### config.mk
export PLATFORM = sky130hd
export DESIGN_NAME = ipv4_dotted_quad_checker_unit
export DESIGN_NICKNAME = d
export VERILOG_FILES = /design/src/rtl/ipv4dq_pkg.sv /design/src/rtl/ipv4_dotted_quad_checker_unit.sv /design/src/rtl/ipv4dq_in_stage.sv /design/src/rtl/ipv4dq_scan.sv /design/src/rtl/ipv4dq_out_stage.sv
export SDC_FILE = /design/constraint.sdc
export NUM_CORES = 1
export LEC_CHECK = 0
export BUFFER_PORTS_ARGS = -buffer_cell sky130_fd_sc_hd__buf_2
export CAP_MARGIN = 40
export CELL_PAD_IN_SITES_DETAIL_PLACEMENT = 1
export CELL_PAD_IN_SITES_GLOBAL_PLACEMENT = 1
export CORE_AREA = 2 2 77 79
export CTS_CLUSTER_DIAMETER = 50
export DETAILED_ROUTE_END_ITERATION = 8
export DIE_AREA = 0 0 79 81
export GPL_TIMING_DRIVEN = 0
export PLACE_DENSITY = 0.77
export SLEW_MARGIN = 20
export SYNTH_ARGS = -nofsm -noshare
export SYNTH_HDL_FRONTEND = slang
export SYNTH_SLANG_ARGS = --single-unit
### constraint.sdc
create_clock -name clk -period 3.46 [get_ports clk]
set_input_delay 0.346 -clock clk [delete_from_list [all_inputs] [get_ports clk]]
set_output_delay 0.346 -clock clk [all_outputs]
set_load 0.02 [all_outputs]
### src/rtl/ipv4dq_pkg.sv
package ipv4dq_pkg;

	localparam int CHAR_W    = 8;
	localparam int OCTET_W   = 9;
	localparam int DOT_W     = 3;
	localparam int DIG_W     = 2;
	localparam int POS_W     = 4;
	localparam int MIN_CHARS = 7;

	localparam logic [CHAR_W-1:0]  CH_DOT      = 8'h2e;
	localparam logic [CHAR_W-1:0]  CH_ZERO     = 8'h30;
	localparam logic [CHAR_W-1:0]  CH_NINE     = 8'h39;
	localparam logic [OCTET_W-1:0] OCTET_MAX   = 9'd255;
	localparam logic [OCTET_W-1:0] OCTET_SAT   = 9'd256;
	localparam logic [DOT_W-1:0]   NEEDED_DOTS = 3'd3;
	localparam logic [DIG_W-1:0]   DIG_SAT     = 2'd3;
	localparam logic [POS_W-1:0]   NAME_LEN    = 4'd9;

	typedef struct packed {
		logic [CHAR_W-1:0] char_code;
		logic              last_char;
	} word_t;

	typedef struct packed {
		logic address_ok;
		logic matched_localhost;
	} verdict_t;

	function automatic logic [CHAR_W-1:0] name_char(input logic [POS_W-1:0] pos);
		logic [CHAR_W-1:0] c;
		unique case (pos)
			4'd0: c = 8'h6c;
			4'd1: c = 8'h6f;
			4'd2: c = 8'h63;
			4'd3: c = 8'h61;
			4'd4: c = 8'h6c;
			4'd5: c = 8'h68;
			4'd6: c = 8'h6f;
			4'd7: c = 8'h73;
			4'd8: c = 8'h74;
			default: c = 8'h00;
		endcase
		return c;
	endfunction

endpackage

### src/rtl/ipv4_dotted_quad_checker_unit.sv
// channel  handshake             payload
// input    in_valid / in_ready   char_code[7:0], last_char
// output   out_valid / out_ready address_ok, matched_localhost
//
// One character is taken per cycle while in_ready is high; each passes an
// input register and a combinational scan update, and the verdict is then
// registered in the output stage. Scan state is cleared by reset and after
// each verdict. A held verdict stalls a following last character and the
// input behind it; other characters keep flowing through the scan.
module ipv4_dotted_quad_checker_unit #(
	parameter int MAX_CHARS = 15
) (
	input  logic       clk,
	input  logic       arst_n,
	input  logic       in_valid,
	output logic       in_ready,
	input  logic [7:0] char_code,
	input  logic       last_char,
	output logic       out_valid,
	input  logic       out_ready,
	output logic       address_ok,
	output logic       matched_localhost
);
	import ipv4dq_pkg::*;

	localparam int LEN_W = $clog2(MAX_CHARS + 2);

	word_t    in_word;
	word_t    word_s1;
	logic     valid_s1;
	logic     advance;
	logic     out_free;
	logic     busy;
	verdict_t verdict;
	verdict_t verdict_s2;

	assign in_word = {char_code, last_char};
	assign advance = valid_s1 && (!word_s1.last_char || out_free);

	ipv4dq_in_stage u_in (
		.clk      (clk),
		.arst_n   (arst_n),
		.in_valid (in_valid),
		.in_ready (in_ready),
		.in_word  (in_word),
		.advance  (advance),
		.valid_s1 (valid_s1),
		.word_s1  (word_s1)
	);

	ipv4dq_scan #(
		.MAX_CHARS (MAX_CHARS),
		.LEN_W     (LEN_W)
	) u_scan (
		.clk     (clk),
		.arst_n  (arst_n),
		.step    (advance),
		.word    (word_s1),
		.verdict (verdict),
		.busy    (busy)
	);

	ipv4dq_out_stage u_out (
		.clk        (clk),
		.arst_n     (arst_n),
		.load       (advance && word_s1.last_char),
		.verdict    (verdict),
		.free       (out_free),
		.out_valid  (out_valid),
		.out_ready  (out_ready),
		.verdict_s2 (verdict_s2)
	);

	assign address_ok        = verdict_s2.address_ok;
	assign matched_localhost = verdict_s2.matched_localhost;

	a_name_implies_ok: assert property (@(posedge clk) disable iff (!arst_n)
		out_valid |-> (!matched_localhost || address_ok))
		else $error("localhost verdict without address_ok");

	a_clear_after_last: assert property (@(posedge clk) disable iff (!arst_n)
		(advance && word_s1.last_char) |=> !busy)
		else $error("scan state not cleared after verdict");

	a_count_mid_word: assert property (@(posedge clk) disable iff (!arst_n)
		(advance && !word_s1.last_char) |=> busy)
		else $error("scan state lost mid-string");

	a_ready_stall: assert property (@(posedge clk) disable iff (!arst_n)
		!in_ready |-> (valid_s1 && word_s1.last_char && out_valid && !out_ready))
		else $error("input stalled without a held verdict");

endmodule

### src/rtl/ipv4dq_in_stage.sv
module ipv4dq_in_stage (
	input  logic                clk,
	input  logic                arst_n,
	input  logic                in_valid,
	output logic                in_ready,
	input  ipv4dq_pkg::word_t   in_word,
	input  logic                advance,
	output logic                valid_s1,
	output ipv4dq_pkg::word_t   word_s1
);
	import ipv4dq_pkg::*;

	assign in_ready = !valid_s1 || advance;

	always_ff @(posedge clk or negedge arst_n) begin
		if (!arst_n) begin
			valid_s1 <= 1'b0;
		end else if (in_ready) begin
			valid_s1 <= in_valid;
		end
	end

	always_ff @(posedge clk) begin
		if (in_ready && in_valid) begin
			word_s1 <= in_word;
		end
	end

endmodule

### src/rtl/ipv4dq_scan.sv
module ipv4dq_scan #(
	parameter int MAX_CHARS = 15,
	parameter int LEN_W     = 5
) (
	input  logic                  clk,
	input  logic                  arst_n,
	input  logic                  step,
	input  ipv4dq_pkg::word_t     word,
	output ipv4dq_pkg::verdict_t  verdict,
	output logic                  busy
);
	import ipv4dq_pkg::*;

	logic [LEN_W-1:0]   len_q, len_n;
	logic [DOT_W-1:0]   dot_q, dot_n;
	logic [OCTET_W-1:0] val_q, val_n;
	logic [DIG_W-1:0]   dig_q, dig_n;
	logic               lz_q, lz_n;
	logic               err_q, err_n;
	logic [POS_W-1:0]   pos_q, pos_n;
	logic               mism_q, mism_n;

	always_comb begin
		logic [11:0]       prod;
		logic [CHAR_W-1:0] ch;
		logic              err_f;
		logic              named;
		logic              ok;

		ch    = word.char_code;
		len_n = len_q;
		dot_n = dot_q;
		val_n = val_q;
		dig_n = dig_q;
		lz_n  = lz_q;
		err_n = err_q;
		pos_n = pos_q;
		mism_n = mism_q;
		prod  = (12'(val_q) << 3) + (12'(val_q) << 1) + 12'(ch[3:0]);

		if (len_q <= LEN_W'(MAX_CHARS)) begin
			len_n = LEN_W'(len_q + 1'b1);
		end

		if (!mism_q) begin
			if (pos_q < NAME_LEN && ch == name_char(pos_q)) begin
				pos_n = POS_W'(pos_q + 1'b1);
			end else begin
				mism_n = 1'b1;
			end
		end

		priority if (ch == CH_DOT) begin
			if (dig_q == '0 || val_q > OCTET_MAX || (lz_q && dig_q >= 2'd2)) begin
				err_n = 1'b1;
			end
			val_n = '0;
			dig_n = '0;
			lz_n  = 1'b0;
			if (dot_q <= NEEDED_DOTS) begin
				dot_n = DOT_W'(dot_q + 1'b1);
			end
		end else if (ch >= CH_ZERO && ch <= CH_NINE) begin
			if (dig_q == '0 && ch == CH_ZERO) begin
				lz_n = 1'b1;
			end
			val_n = (prod > 12'(OCTET_SAT)) ? OCTET_SAT : prod[OCTET_W-1:0];
			if (dig_q < DIG_SAT) begin
				dig_n = DIG_W'(dig_q + 1'b1);
			end
		end else begin
			err_n = 1'b1;
		end

		err_f = err_n || dig_n == '0 || val_n > OCTET_MAX || (lz_n && dig_n >= 2'd2);
		named = !mism_n && pos_n == NAME_LEN;
		ok    = !err_f && dot_n == NEEDED_DOTS &&
		        len_n >= LEN_W'(MIN_CHARS) && len_n <= LEN_W'(MAX_CHARS);
		verdict.address_ok        = named || ok;
		verdict.matched_localhost = named;
	end

	assign busy = len_q != '0;

	always_ff @(posedge clk or negedge arst_n) begin
		if (!arst_n) begin
			len_q  <= '0;
			dot_q  <= '0;
			val_q  <= '0;
			dig_q  <= '0;
			lz_q   <= 1'b0;
			err_q  <= 1'b0;
			pos_q  <= '0;
			mism_q <= 1'b0;
		end else if (step) begin
			if (word.last_char) begin
				len_q  <= '0;
				dot_q  <= '0;
				val_q  <= '0;
				dig_q  <= '0;
				lz_q   <= 1'b0;
				err_q  <= 1'b0;
				pos_q  <= '0;
				mism_q <= 1'b0;
			end else begin
				len_q  <= len_n;
				dot_q  <= dot_n;
				val_q  <= val_n;
				dig_q  <= dig_n;
				lz_q   <= lz_n;
				err_q  <= err_n;
				pos_q  <= pos_n;
				mism_q <= mism_n;
			end
		end
	end

endmodule

### src/rtl/ipv4dq_out_stage.sv
module ipv4dq_out_stage (
	input  logic                  clk,
	input  logic                  arst_n,
	input  logic                  load,
	input  ipv4dq_pkg::verdict_t  verdict,
	output logic                  free,
	output logic                  out_valid,
	input  logic                  out_ready,
	output ipv4dq_pkg::verdict_t  verdict_s2
);
	import ipv4dq_pkg::*;

	assign free = !out_valid || out_ready;

	always_ff @(posedge clk or negedge arst_n) begin
		if (!arst_n) begin
			out_valid <= 1'b0;
		end else if (free) begin
			out_valid <= load;
		end
	end

	always_ff @(posedge clk) begin
		if (load) begin
			verdict_s2 <= verdict;
		end
	end

endmodule

# Word-level counts from Yosys, hierarchy flattened
# Memories as Yosys holds them, arrays and structs flattened.
# Cells that the tools add are included.
dict set report totals {
  reg_bits 39
  mem_bits_ro 112
  input_bits 13
  output_inout_bits 4
  elab_cells 95
  memories 1
}
dict set report classes {
  add_sub_neg 6
  order_cmp 13
  n_eq_ne 5
  n_mux 28
  reduce_logical 28
}
# memory words width read_ports rd_ports_with_merged_regs wr line_no
set memory_table {}
lappend memory_table {{(no name shown)} 16 7 1 0 0 ipv4dq_pkg.sv:31} ;# unique case (pos)
# operator count
set op_table {}
lappend op_table {{9-bit 2-to-1 mux} 4}
lappend op_table {{9-bit by 8-bit greater-than comparator with 1-bit output, second input constant} 2}
lappend op_table {{8-bit by 6-bit == test with 1-bit output, second input constant} 2}
lappend op_table {{12-bit by 10-bit adder with 12-bit output} 1}
lappend op_table {{12-bit by 4-bit adder with 12-bit output} 1}
lappend op_table {{12-bit by 9-bit greater-than comparator with 1-bit output, second input constant} 1}
lappend op_table {{1-bit logical AND} 12}
lappend op_table {{4-bit 2-to-1 mux} 3}
lappend op_table {{1-bit 2-to-1 mux} 11}
lappend op_table {{5-bit by 4-bit less-or-equal comparator with 1-bit output, second input constant} 2}
lappend op_table {{5-bit 2-to-1 mux} 2}
lappend op_table {{1-bit logical OR} 9}
lappend op_table {{3-bit 2-to-1 mux} 3}
lappend op_table {{8-bit == test} 1}
lappend op_table {{8-bit by 6-bit >= comparator with 1-bit output, second input constant} 1}
lappend op_table {{8-bit by 6-bit less-or-equal comparator with 1-bit output, second input constant} 1}
lappend op_table {{2-bit 2-to-1 mux} 4}
lappend op_table {{8-bit 2-to-1 mux} 1}
lappend op_table {{5-bit by 1-bit adder with 5-bit output, second input constant} 1}
lappend op_table {{5-bit by 3-bit >= comparator with 1-bit output, second input constant} 1}
lappend op_table {{1-bit zero test} 5}
lappend op_table {{4-bit by 1-bit adder with 4-bit output, second input constant} 1}
lappend op_table {{4-bit == test, second input constant} 1}
lappend op_table {{2-bit >= comparator, second input constant} 2}
lappend op_table {{other kinds (7)} 8}

# Depth between registers and ports, before layout
# Gate-level depths: netlist (run 1).
dict set report logic_depth {
  word_depth 14
  ltp_mapped 11
  mapped_depth_nobuf 11
}

# By module
# A second synthesis (run 1) with hierarchy kept.
dict set report hier_totals {
  cells_unflattened 285
  hier_area_um2 2706.3
}
# module instances cells_per_inst area_per_inst_um2 seq_area_each_um2
set by_module_without_submodules {}
lappend by_module_without_submodules {ipv4dq_scan 1 264 2255.9 650.6}
lappend by_module_without_submodules {ipv4dq_in_stage 1 13 324.1 295.3}
lappend by_module_without_submodules {ipv4dq_out_stage 1 5 107.6 85.1}
lappend by_module_without_submodules {ipv4_dotted_quad_checker_unit 1 3 18.8 0.0}

# Least setup slack after synthesis (run 1)
# OpenSTA, ideal clock, no wires.
dict set report synth_timing {
  kind {flip-flop to flip-flop}
  from {reg, netlist name u_in.word_s1[4]}
  to {reg, netlist name u_out.verdict_s2[1]}
  setup_time_ps 256
  t_arrival_ps 2556
  t_required_ps 3204
  path_slack_ps 648
  stages_incl_launch_ff 11
  n_path_buf 0
  period_less_slack_ps 2812
  cell_sequence {edfxtp_1 -> inv_1 -> fa_1 -> fa_1 -> nand2b_1 -> a21oi_1 -> a21o_1 -> a21oi_1 -> xor2_1 -> a41o_1 -> a41o_1}
}

# Worst setup path in the final report (run 1)
dict set report layout_timing {
  from {reg, netlist name u_in.word_s1[4]}
  to {reg u_scan.val_q[1]}
}
dict set report layout_between {
  elab_chain_len 6
  word_cells_on_any_way 10
  classes_between {add/sub: 1; order compare: 3; eq/ne: 1; mux: 4; reduce/logical: 1}
}
# item line_no
set layout_rtl {}
lappend layout_rtl {{12-bit by 4-bit adder with 12-bit output} ipv4dq_scan.sv:39} ;# prod = (12'(val_q) << 3) + (12'(val_q) << 1) + 12'(ch[3:0]);
lappend layout_rtl {{12-bit by 9-bit greater-than comparator with 1-bit output} ipv4dq_scan.sv:67} ;# val_n = (prod > 12'(OCTET_SAT)) ? OCTET_SAT : prod[OCTET_W-1:0];
lappend layout_rtl {{9-bit 2-to-1 mux} ipv4dq_scan.sv:67}
lappend layout_rtl {{9-bit 2-to-1 mux} ipv4dq_scan.sv:63} ;# end else if (ch >= CH_ZERO && ch <= CH_NINE) begin
lappend layout_rtl {{9-bit 2-to-1 mux *} ipv4dq_scan.sv:53} ;# priority if (ch == CH_DOT) begin
lappend layout_rtl {{9-bit 2-to-1 mux *} ipv4dq_scan.sv:96} ;# if (word.last_char) begin
lappend layout_rtl {{end signal: assignment} ipv4dq_scan.sv:108} ;# val_q <= val_n;
lappend layout_rtl {{end: declaration} ipv4dq_scan.sv:16} ;# logic [OCTET_W-1:0] val_q, val_n;
# Every way passes the cells marked *; elsewhere a longest branch is shown, timed or not.
# A chain may end at the register's enable or synchronous reset.

==> impl_metrics.tcl, run 1 <==
set metrics [dict create \
    dp_hpwl_um 4530 \
    chipWidth_um 79 \
    rsz0062_at_grt "no" \
    dp_slack_ns 0.274 \
    max-cap-violations 0 \
    syn_nets 302 \
    syn_area_um2 2550 \
    drc 0 \
    end_kind "flip-flop" \
    finalCritPeriodShare 0.904 \
    yosysTopAreaCellShare 0.275 \
    worstHoldPathType "in -> async" \
    clock-sinks 39 \
    synthesis.instances 264 \
    root_buffer "clkbuf_8" \
    status "finished clean" \
    num_antenna_cells 0 \
    synth.distinct_cells 57 \
    slew_headroom 0.542 \
    final_layout_size_suffix_gt1_frac 0.122 \
    cts_tree "yes" \
    layout_common_cells "28 x dfrtp_1, 27 x nand2_1, 23 x ha_1, 20 x inv_1, 17 x buf_2" \
    routed_wl_um 5820 \
    skew_ns 0.00801 \
    yosys.area.top_type "dfrtp_1" \
    vias 2051 \
    layout_setup_ws_ns 0.333 \
    fmax_mhz 320 \
    drt_iter0_markers 74 \
    power.density_nw_per_um2 335 \
    finalMaxSlewViolations 0 \
    grt_use_total 0.194 \
    grt_max_degree 29 \
    setup_viol 0 \
    finalCriticalPeriod_ns 3.13 \
    clkTransAtPathRegs_ns 0.07 \
    cts_hold_buf 0 \
    firstDrtPassIters 4 \
    die_h_um 81 \
    start_util 0.449 \
    area_delta_synth_final_pct 10.3 \
    antenna_found_initial 0 \
    crit_type "reg -> reg" \
    timing.setup.tns_ns 0 \
    synth_flop_cell "dfrtp_1" \
    clk_latency_ns 0.29 \
    die-area_um2 6400 \
    placementRows 28 \
    fillerInstances 691 \
    ys_seq_elements 39 \
    hold_viol 0 \
    ys_async_sr_fraction 0.718 \
    cts_buffer_depth 2 \
    crit_path_start_kind "flip-flop" \
    vdd_ir_drop_max_mv 0.193 \
    yosysWarnings 0 \
    grt_pass1_wl_um 9630 \
    critPathRequiredTime_ns 3.67 \
    globalplace.congestion 0.823 \
    grt_overflow 0 \
    io_pins 17 \
    synth.yosys.seq_area_share 0.404 \
    cts_buffers 5 \
    leakage_nw 1.30 \
    worst_slew_pin_slew_ns 0.687 \
    vias_per_cell 5.65 \
    whs_ns 0.0908 \
    critPathArrivalTime_ns 3.34 \
    final_common_cell "dfrtp_1" \
    numPortBuffers 16 \
    postRouteAntennaNets 0 \
    synth-edff-count 11 \
    grt_pass1_vias 2032 \
    avgSynthCellArea_um2 9.66 \
    fin_nets 325 \
    avgRoutedWirePerCell_um 16.0 \
    core-area_um2 5680 \
    htree_levels 2 \
    cp_max_fo 6 \
    synth_area_leaders "dfrtp_1 27%, edfxtp_1 13%, ha_1 11%, nand2_1 4.0%, a21oi_1 3.1%" \
]
[cells in the mapped netlist (4+ instances only)]
library cell and number:
dfrtp_1 28, nand2_1 27, ha_1 23, inv_1 20, a21oi_1 16, nor2_1 14
o21ai_1 14, edfxtp_1 11, o21ai_0 9, nand4_1 7, nand2b_1 6, xnor2_1 6
xor2_1 6, and3_1 5, nand3_1 5, a22o_1 4, nor3_1 4
[worst paths after layout]
check / startpoint / end / slack (ns) / cells past startpoint
setup / recovery: u_in.word_s1[4]$_DFFE_PP_ / u_scan.val_q[1]$_DFFE_PN0P_ / 0.33 / 10
hold / removal: arst_n / u_scan.val_q[7]$_DFFE_PN0P_ / 0.09 / 1
setup reg to reg: u_in.word_s1[4]$_DFFE_PP_ / u_scan.val_q[1]$_DFFE_PN0P_ / 0.33 / 10
hold reg to reg: u_scan.err_q$_DFFE_PN0P_ / u_scan.err_q$_DFFE_PN0P_ / 0.52 / 2
max in group asynchronous: arst_n / u_scan.val_q[0]$_DFFE_PN0P_ / 2.92 / 1
min in group clk: char_code[1] / u_in.word_s1[2]$_DFFE_PP_ / 0.23 / 1
[cell families after synthesis]
group / count (synthesis) / share of synthesized area
buffers and inverters: 27 / 0.0496
xor gates and xnor gates: 12 / 0.0412
AOI/OAI and AO/OA: 70 / 0.180
DFF: 39 / 0.404
and+or+nand+nor: 89 / 0.186
adders and majority gates: 25 / 0.129
muxes: 2 / 0.0103
[metrics by stage]
| step | total power [mW] | instances | cell area [um^2] | utilization |
|---|---|---|---|---|
| finish | 0.941 | 363 | 2810 | 0.495 |
| global route | 0.990 | 363 | 2810 | 0.495 |
| CTS | 0.953 | 363 | 2810 | 0.494 |
| detailed placement | 0.657 | 355 | 2720 | 0.480 |
| global placement | 0.651 | 355 | 2720 | 0.480 |
| floorplan | 0.611 | 264 | 2550 | - |
[registers in the layout, indices dropped and copies added, names as in the netlist]
| register | count |
|---|---|
| u_in.word_s1 | 9 |
| u_scan.lz_q | 1 |
| u_scan.dig_q | 2 |
| u_scan.mism_q | 1 |
| u_scan.err_q | 1 |
| u_out.verdict_s2 | 2 |
| u_scan.dot_q | 3 |
| u_scan.len_q | 5 |
| u_scan.val_q | 9 |
| u_scan.pos_q | 4 |
| u_out.out_valid | 1 |
| u_in.valid_s1 | 1 |
[timing repair]
| action | in CTS | in global routing |
|---|---|---|
| resized for setup | 0 | 1 |
| setup endpoints to repair | 0 | 5 |
| setup buffers | 0 | 0 |
[critical path: stages (launching register included)]
cell,delay [ns]
edfxtp_1,0.40
inv_1,0.11
fa_1,0.55
fa_1,0.47
nand2b_1,0.16
a21oi_1,0.28
a31o_1,0.20
a21oi_1,0.07
xor2_1,0.29
o2111ai_2,0.30
o21ai_1,0.21
[area by class of cell]
class	instances	area (um^2)	share of cell area
clock inverter	2	8.76	0.00312
clock buffer	6	72.6	0.0258
multi-input combinational	198	1400	0.498
timing repair buffer	16	80.1	0.0285
sequential	39	1030	0.367
inverter	20	75.1	0.0267
buffer	7	51.3	0.0182
tap	75	93.8	0.0334
[where the power goes]
part | switching (mW) | total, mW | leakage [nW] | internal, mW
clock network | 0.155 | 0.294 | 0.0426 | 0.139
logic | 0.0690 | 0.117 | 0.769 | 0.0482
registers | 0.0310 | 0.530 | 0.486 | 0.499
[layer usage]
layer	GRT usage	up-vias	wire (um)
met5	0	-	0
met4	0.0552	0	80
met3	0.0356	10	124
met2	0.330	24	2850
met1	0.255	1007	2770
li1	-	1010	-
No activity file was read; power rests on OpenSTA's default activity.
==> inputs of run 2 (changes only) <==
--- a/config.mk
+++ b/config.mk
@@ -14,6 +14,7 @@
 export DETAILED_ROUTE_END_ITERATION = 8
 export DIE_AREA = 0 0 79 81
 export GPL_TIMING_DRIVEN = 0
+export HOLD_SLACK_MARGIN = 0.12
 export PLACE_DENSITY = 0.77
 export SLEW_MARGIN = 20
 export SYNTH_ARGS = -nofsm -noshare
==> run 2 against run 1 <==
Effect of this change: via count rose by 0.24%; maximum frequency shrank 0.25%; clock power about the same; final cell count up 0.28%; critical path type unchanged.
==> impl_metrics.tcl, run 2 (synthesis gave the netlist of run 1 again) <==
set metrics [dict create \
    cts_buffers 5 \
    fillerInstances 690 \
    area_delta_synth_final_pct 10.6 \
    drt_iter0_markers 63 \
    cp_cell_sequence "inv_1 -> fa_1 -> fa_1 -> nand2b_1 -> a21oi_1 -> a31o_1 -> a21oi_1 -> xor2_1 -> o2111ai_2 -> o21ai_1" \
    vias 2056 \
    num_antenna_cells 0 \
    vias_per_cell 5.65 \
    die_h_um 81 \
    antenna_found_initial 0 \
    finalInstanceArea_um2 2820 \
    finalCritPeriodShare 0.906 \
    cts_tree "yes" \
    largest_registers "u_in.word_s1 (9), u_scan.val_q (9), u_scan.len_q (5)" \
    timing.setup.tns_ns 0 \
    io_pins 17 \
    cp_max_fo 6 \
    clk_latency_ns 0.29 \
    leakage_nw 1.30 \
    core-area_um2 5680 \
    die-area_um2 6400 \
    rsz0062_at_grt "no" \
    dp_hpwl_um 4530 \
    post_cts_buffers 0 \
    r2r_end "u_scan.val_q[1]$_DFFE_PN0P_" \
    dpl.cell_count 355 \
    fmax_mhz 319 \
    clkTransAtPathRegs_ns 0.07 \
    critPathArrivalTime_ns 3.34 \
    power_mw 0.942 \
    grt_max_degree 29 \
    clock-sinks 39 \
    setup_viol 0 \
    skew_ns 0.00825 \
    root_buffer "clkbuf_8" \
    final_layout_size_suffix_gt1_frac 0.121 \
    vdd_ir_drop_max_mv 0.192 \
    chipWidth_um 79 \
    r2r_start "u_in.word_s1[4]$_DFFE_PP_" \
    seq_area_um2 1030 \
    fin_nets 326 \
    min_from "char_code[1]" \
    critPathRequiredTime_ns 3.67 \
    cpMaxStageDelayCell "fa_1" \
    routed_wl_um 5820 \
    numPortBuffers 16 \
    firstDrtPassIters 4 \
    placementRows 28 \
    finalMaxSlewViolations 0 \
    r2r_slack_ns 0.33 \
    max-cap-violations 0 \
    avgRoutedWirePerCell_um 16.0 \
    htree_levels 2 \
    crit_path_start_kind "flip-flop" \
    hold_end "u_in.word_s1[2]$_DFFE_PP_" \
    worst_slew_pin_slew_ns 0.688 \
    cts_buffer_depth 2 \
    finalCriticalPeriod_ns 3.13 \
    crit_type "reg -> reg" \
    cpPeakStageDelay_ns 0.55 \
    grt_pass1_vias 2032 \
    multiInputGateArea_um2 1400 \
    power.density_nw_per_um2 334 \
    status "finished clean" \
    final_common_cell "dfrtp_1" \
    timing.reg2reg.worst_path_depth 10 \
    slew_headroom 0.541 \
    end_kind "flip-flop" \
    drc 0 \
    holdPathStages 1 \
    grt_pass1_wl_um 9630 \
    postRouteAntennaNets 0 \
    whs_ns 0.230 \
    place_area_um2 2720 \
    layout_common_cells "28 x dfrtp_1, 27 x nand2_1, 23 x ha_1, 20 x inv_1, 17 x buf_2" \
    stdcell_count 364 \
    start_util 0.449 \
    globalplace.congestion 0.823 \
    hold_viol 0 \
    grt_use_total 0.194 \
    grt_overflow 0 \
    worstHoldPathType "in -> reg" \
]
==> run 2: cell types whose count changed in the layout (fill, tap and decap cells not counted) <==
cell,change
dlygate4sd3_1,+1
==> run 2: worst max path at each step <==
stage / startpoint / end / slack (ns) / cells past startpoint
finish: u_in.word_s1[4]$_DFFE_PP_ / u_scan.val_q[1]$_DFFE_PN0P_ / 0.33 / 10
global route: u_in.word_s1[4]$_DFFE_PP_ / u_scan.val_q[1]$_DFFE_PN0P_ / 0.06 / 10
CTS: u_in.word_s1[4]$_DFFE_PP_ / u_scan.val_q[2]$_DFFE_PN0P_ / 0.25 / 10
detailed placement: u_in.word_s1[4]$_DFFE_PP_ / u_scan.val_q[2]$_DFFE_PN0P_ / 0.27 / 10
global placement: u_in.word_s1[4]$_DFFE_PP_ / u_scan.val_q[1]$_DFFE_PN0P_ / 0.33 / 10
floorplan: u_in.word_s1[4]$_DFFE_PP_ / u_out.verdict_s2[1]$_DFFE_PP_ / 0.65 / 10
==> run 2: report_power, final <==
part	switching (mW)	internal (mW)	leakage, nW
combinational	0.0691	0.0489	0.773
sequential	0.0310	0.499	0.486
clock	0.155	0.139	0.0426
==> run 2: worst max-delay path: cells and delay by family (launching register included) <==
| family | cells | cell delay (ns) |
|---|---|---|
| buffers and inverters | 1 | 0.11 |
| flip-flops | 1 | 0.40 |
| AND/OR/NAND/NOR | 1 | 0.16 |
| AO/OA/AOI/OAI | 5 | 1.08 |
| XOR/XNOR | 1 | 0.29 |
| adder cells (fa/ha/maj) | 2 | 1.02 |
==> run 2: through the flow <==
| stage | utilization | setup WS (ns) |
|---|---|---|
| global route | 0.497 | 0.0599 |
| CTS | 0.496 | 0.249 |
| floorplan | - | 0.648 |
| finish | 0.497 | 0.325 |
| detailed placement | 0.480 | 0.274 |
| global placement | 0.480 | 0.331 |
==> run 2: routing by layer <==
metal  global-route usage  wire [um]  vias up
li1                     -          -     1012
met1                0.255       2770     1010
met2                0.330       2840       24
met3               0.0356        126       10
met4               0.0552         88        0
met5                    0          0        -
==> run 2: what timing repair did <==
item / CTS / global route
hold buffers: 1 / 0
setup endpoints to repair: 0 / 5
resized for setup: 0 / 1
hold endpoints to repair: 28 / 0
==> run 2: cell type report <==
class	count	share of cell area
sequential	39	0.365
tap	75	0.0333
inverter	20	0.0266
multi-input combinational	198	0.496
clock buffer	6	0.0257
clock inverter	2	0.00310
timing repair buffer	17	0.0319
buffer	7	0.0182
==> inputs of run 3 (changes only) <==
--- a/config.mk
+++ b/config.mk
@@ -15,7 +15,7 @@
 export DIE_AREA = 0 0 79 81
 export GPL_TIMING_DRIVEN = 0
 export HOLD_SLACK_MARGIN = 0.12
-export PLACE_DENSITY = 0.77
+export PLACE_DENSITY_LB_ADDON = 0.1
 export SLEW_MARGIN = 20
 export SYNTH_ARGS = -nofsm -noshare
 export SYNTH_HDL_FRONTEND = slang
==> run 3 against run 2 <==
Effect of this change: critical path depth stayed put; via count is 0.54% lower; maximum frequency decreased by 1.7%; critical endpoint is now u_scan.val_q[0]$_DFFE_PN0P_; sequential power hardly changed; flip-flop and latch count stayed put; total power grew 17%; worst setup slack worse by 0.053 ns; highest routed layer unchanged; hold slack worse by 0.0053 ns; routed wire length rose by 0.57%.
==> impl_metrics.tcl, run 3 (synthesis gave the netlist of run 1 again) <==
set metrics [dict create \
    grt_overflow 0 \
    max-cap-violations 0 \
    finalCritPeriodShare 0.921 \
    timing.reg2reg.worst_path_depth 10 \
    cp_cell_sequence "inv_1 -> fa_1 -> fa_1 -> nand2b_1 -> a21oi_1 -> a21o_1 -> a21oi_1 -> xor2_1 -> o2111ai_1 -> o21ai_1" \
    setup_viol 0 \
    fillerInstances 699 \
    grt_pass1_wl_um 9880 \
    root_buffer "clkbuf_8" \
    rsz0062_at_grt "no" \
    io_pins 17 \
    placementRows 28 \
    layout_common_cells "28 x dfrtp_1, 27 x nand2_1, 23 x ha_1, 20 x inv_1, 17 x buf_2" \
    grt_pass1_vias 2096 \
    clock-sinks 39 \
    hold_viol 0 \
    status "finished clean" \
    final_layout_size_suffix_gt1_frac 0.121 \
    chipWidth_um 79 \
    antenna_found_initial 0 \
    numPortBuffers 16 \
    finalCriticalPeriod_ns 3.19 \
    multiInputGateArea_um2 1390 \
    worstHoldPathType "in -> reg" \
    finalInstanceArea_um2 2870 \
    hold_end "u_in.word_s1[6]$_DFFE_PP_" \
    routed_wl_um 5850 \
    drc 0 \
    dpl.cell_count 355 \
    holdPathStages 1 \
    critPathArrivalTime_ns 3.34 \
    seq_area_um2 1030 \
    vias 2045 \
    power_mw 1.10 \
    globalplace.congestion 0.775 \
    crit_type "reg -> reg" \
    vdd_ir_drop_max_mv 0.272 \
    grt_max_degree 29 \
    cts_buffer_depth 2 \
    r2r_slack_ns 0.27 \
    cts_tree "yes" \
    r2r_end "u_scan.val_q[0]$_DFFE_PN0P_" \
    drt_iter0_markers 61 \
    fmax_mhz 314 \
    power.density_nw_per_um2 384 \
    finalMaxSlewViolations 0 \
    num_antenna_cells 0 \
    vias_per_cell 5.62 \
    clk_latency_ns 0.30 \
    critPathRequiredTime_ns 3.61 \
    firstDrtPassIters 4 \
    r2r_start "u_in.word_s1[4]$_DFFE_PP_" \
    dp_hpwl_um 4420 \
    htree_levels 2 \
    final_common_cell "dfrtp_1" \
    grt_use_total 0.201 \
    cpMaxStageDelayCell "fa_1" \
    leakage_nw 1.33 \
    end_kind "flip-flop" \
    clkTransAtPathRegs_ns 0.08 \
    skew_ns 0.0101 \
    min_from "char_code[5]" \
    largest_registers "u_in.word_s1 (9), u_scan.val_q (9), u_scan.len_q (5)" \
    die_h_um 81 \
    place_area_um2 2720 \
    path_buf_inv 1 \
    post_cts_resized 0 \
    post-route-util 0.505 \
    core-area_um2 5680 \
    cp_max_fo 6 \
    cpPeakStageDelay_ns 0.54 \
    die-area_um2 6400 \
    stdcell_count 364 \
    area_delta_synth_final_pct 12.4 \
    timing.setup.tns_ns 0 \
    slew_headroom 0.551 \
    fin_nets 326 \
    avgRoutedWirePerCell_um 16.1 \
    worst_slew_pin_slew_ns 0.673 \
    cpLargestDelayFamily "compound AO/OA/AOI/OAI gates" \
    start_util 0.449 \
    postRouteAntennaNets 0 \
    cts_buffers 5 \
    crit_path_start_kind "flip-flop" \
]
## run 3: changes by cell type in the layout (fill, tap and decap cells not counted)
cell,change
clkinv_1,-1
bufinv_16,+2
o2111ai_2,-1
o2111ai_1,+1
clkinv_2,-1
## run 3: timing repair
| item | CTS | global route |
|---|---|---|
| hold buffers | 1 | 0 |
| buffers inserted | 0 | 0 |
| endpoints found under the hold margin | 28 | 0 |
## run 3: how the worst max path moves through the flow
stage | from | endpoint | slack (ns) | depth (start not counted)
finish | u_in.word_s1[4]$_DFFE_PP_ | u_scan.val_q[0]$_DFFE_PN0P_ | 0.27 | 10
global route | u_in.word_s1[4]$_DFFE_PP_ | u_scan.val_q[0]$_DFFE_PN0P_ | 0.02 | 10
CTS | u_in.word_s1[4]$_DFFE_PP_ | u_scan.val_q[0]$_DFFE_PN0P_ | 0.26 | 10
detailed placement | u_in.word_s1[4]$_DFFE_PP_ | u_scan.val_q[0]$_DFFE_PN0P_ | 0.29 | 10
global placement | u_in.word_s1[4]$_DFFE_PP_ | u_scan.val_q[1]$_DFFE_PN0P_ | 0.30 | 10
floorplan | u_in.word_s1[4]$_DFFE_PP_ | u_out.verdict_s2[1]$_DFFE_PP_ | 0.65 | 10
## run 3: through the flow
stage               setup slack [ns]  hold slack, ns
finish                         0.272           0.225
global route                  0.0172           0.215
global placement               0.298           0.421
floorplan                      0.648          0.0504
CTS                            0.264           0.216
detailed placement             0.286           0.424
## run 3: layer usage
metal	global-route usage	vias up	routed length, um
li1	-	1010	-
met1	0.272	998	2900
met2	0.325	28	2720
met3	0.0378	9	155
met4	0.0655	0	81
met5	0	-	0
## run 3: final cells by class
class                           count  area share
Sequential cell                    39       0.360
Buffer                              7      0.0179
Multi-Input combinational cell    198       0.486
Tap cell                           75      0.0327
Clock inverter                      2      0.0210
Inverter                           20      0.0262
Timing Repair Buffer               17      0.0314
Clock buffer                        6      0.0253
## run 3: where the power goes
group          switching [mW]  internal [mW]  total [mW]
combinational          0.0699         0.0487       0.119
sequential             0.0320          0.499       0.531
clock                   0.163          0.288       0.452
total                   0.265          0.836        1.10
## run 3: worst reg2reg max path, stage by stage, from the launching register on
cell       delay (ns)
edfxtp_1         0.41
inv_1            0.11
fa_1             0.54
fa_1             0.47
nand2b_1         0.17
a21oi_1          0.29
a21o_1           0.18
a21oi_1          0.07
xor2_1           0.17
o2111ai_1        0.51
o21ai_1          0.13
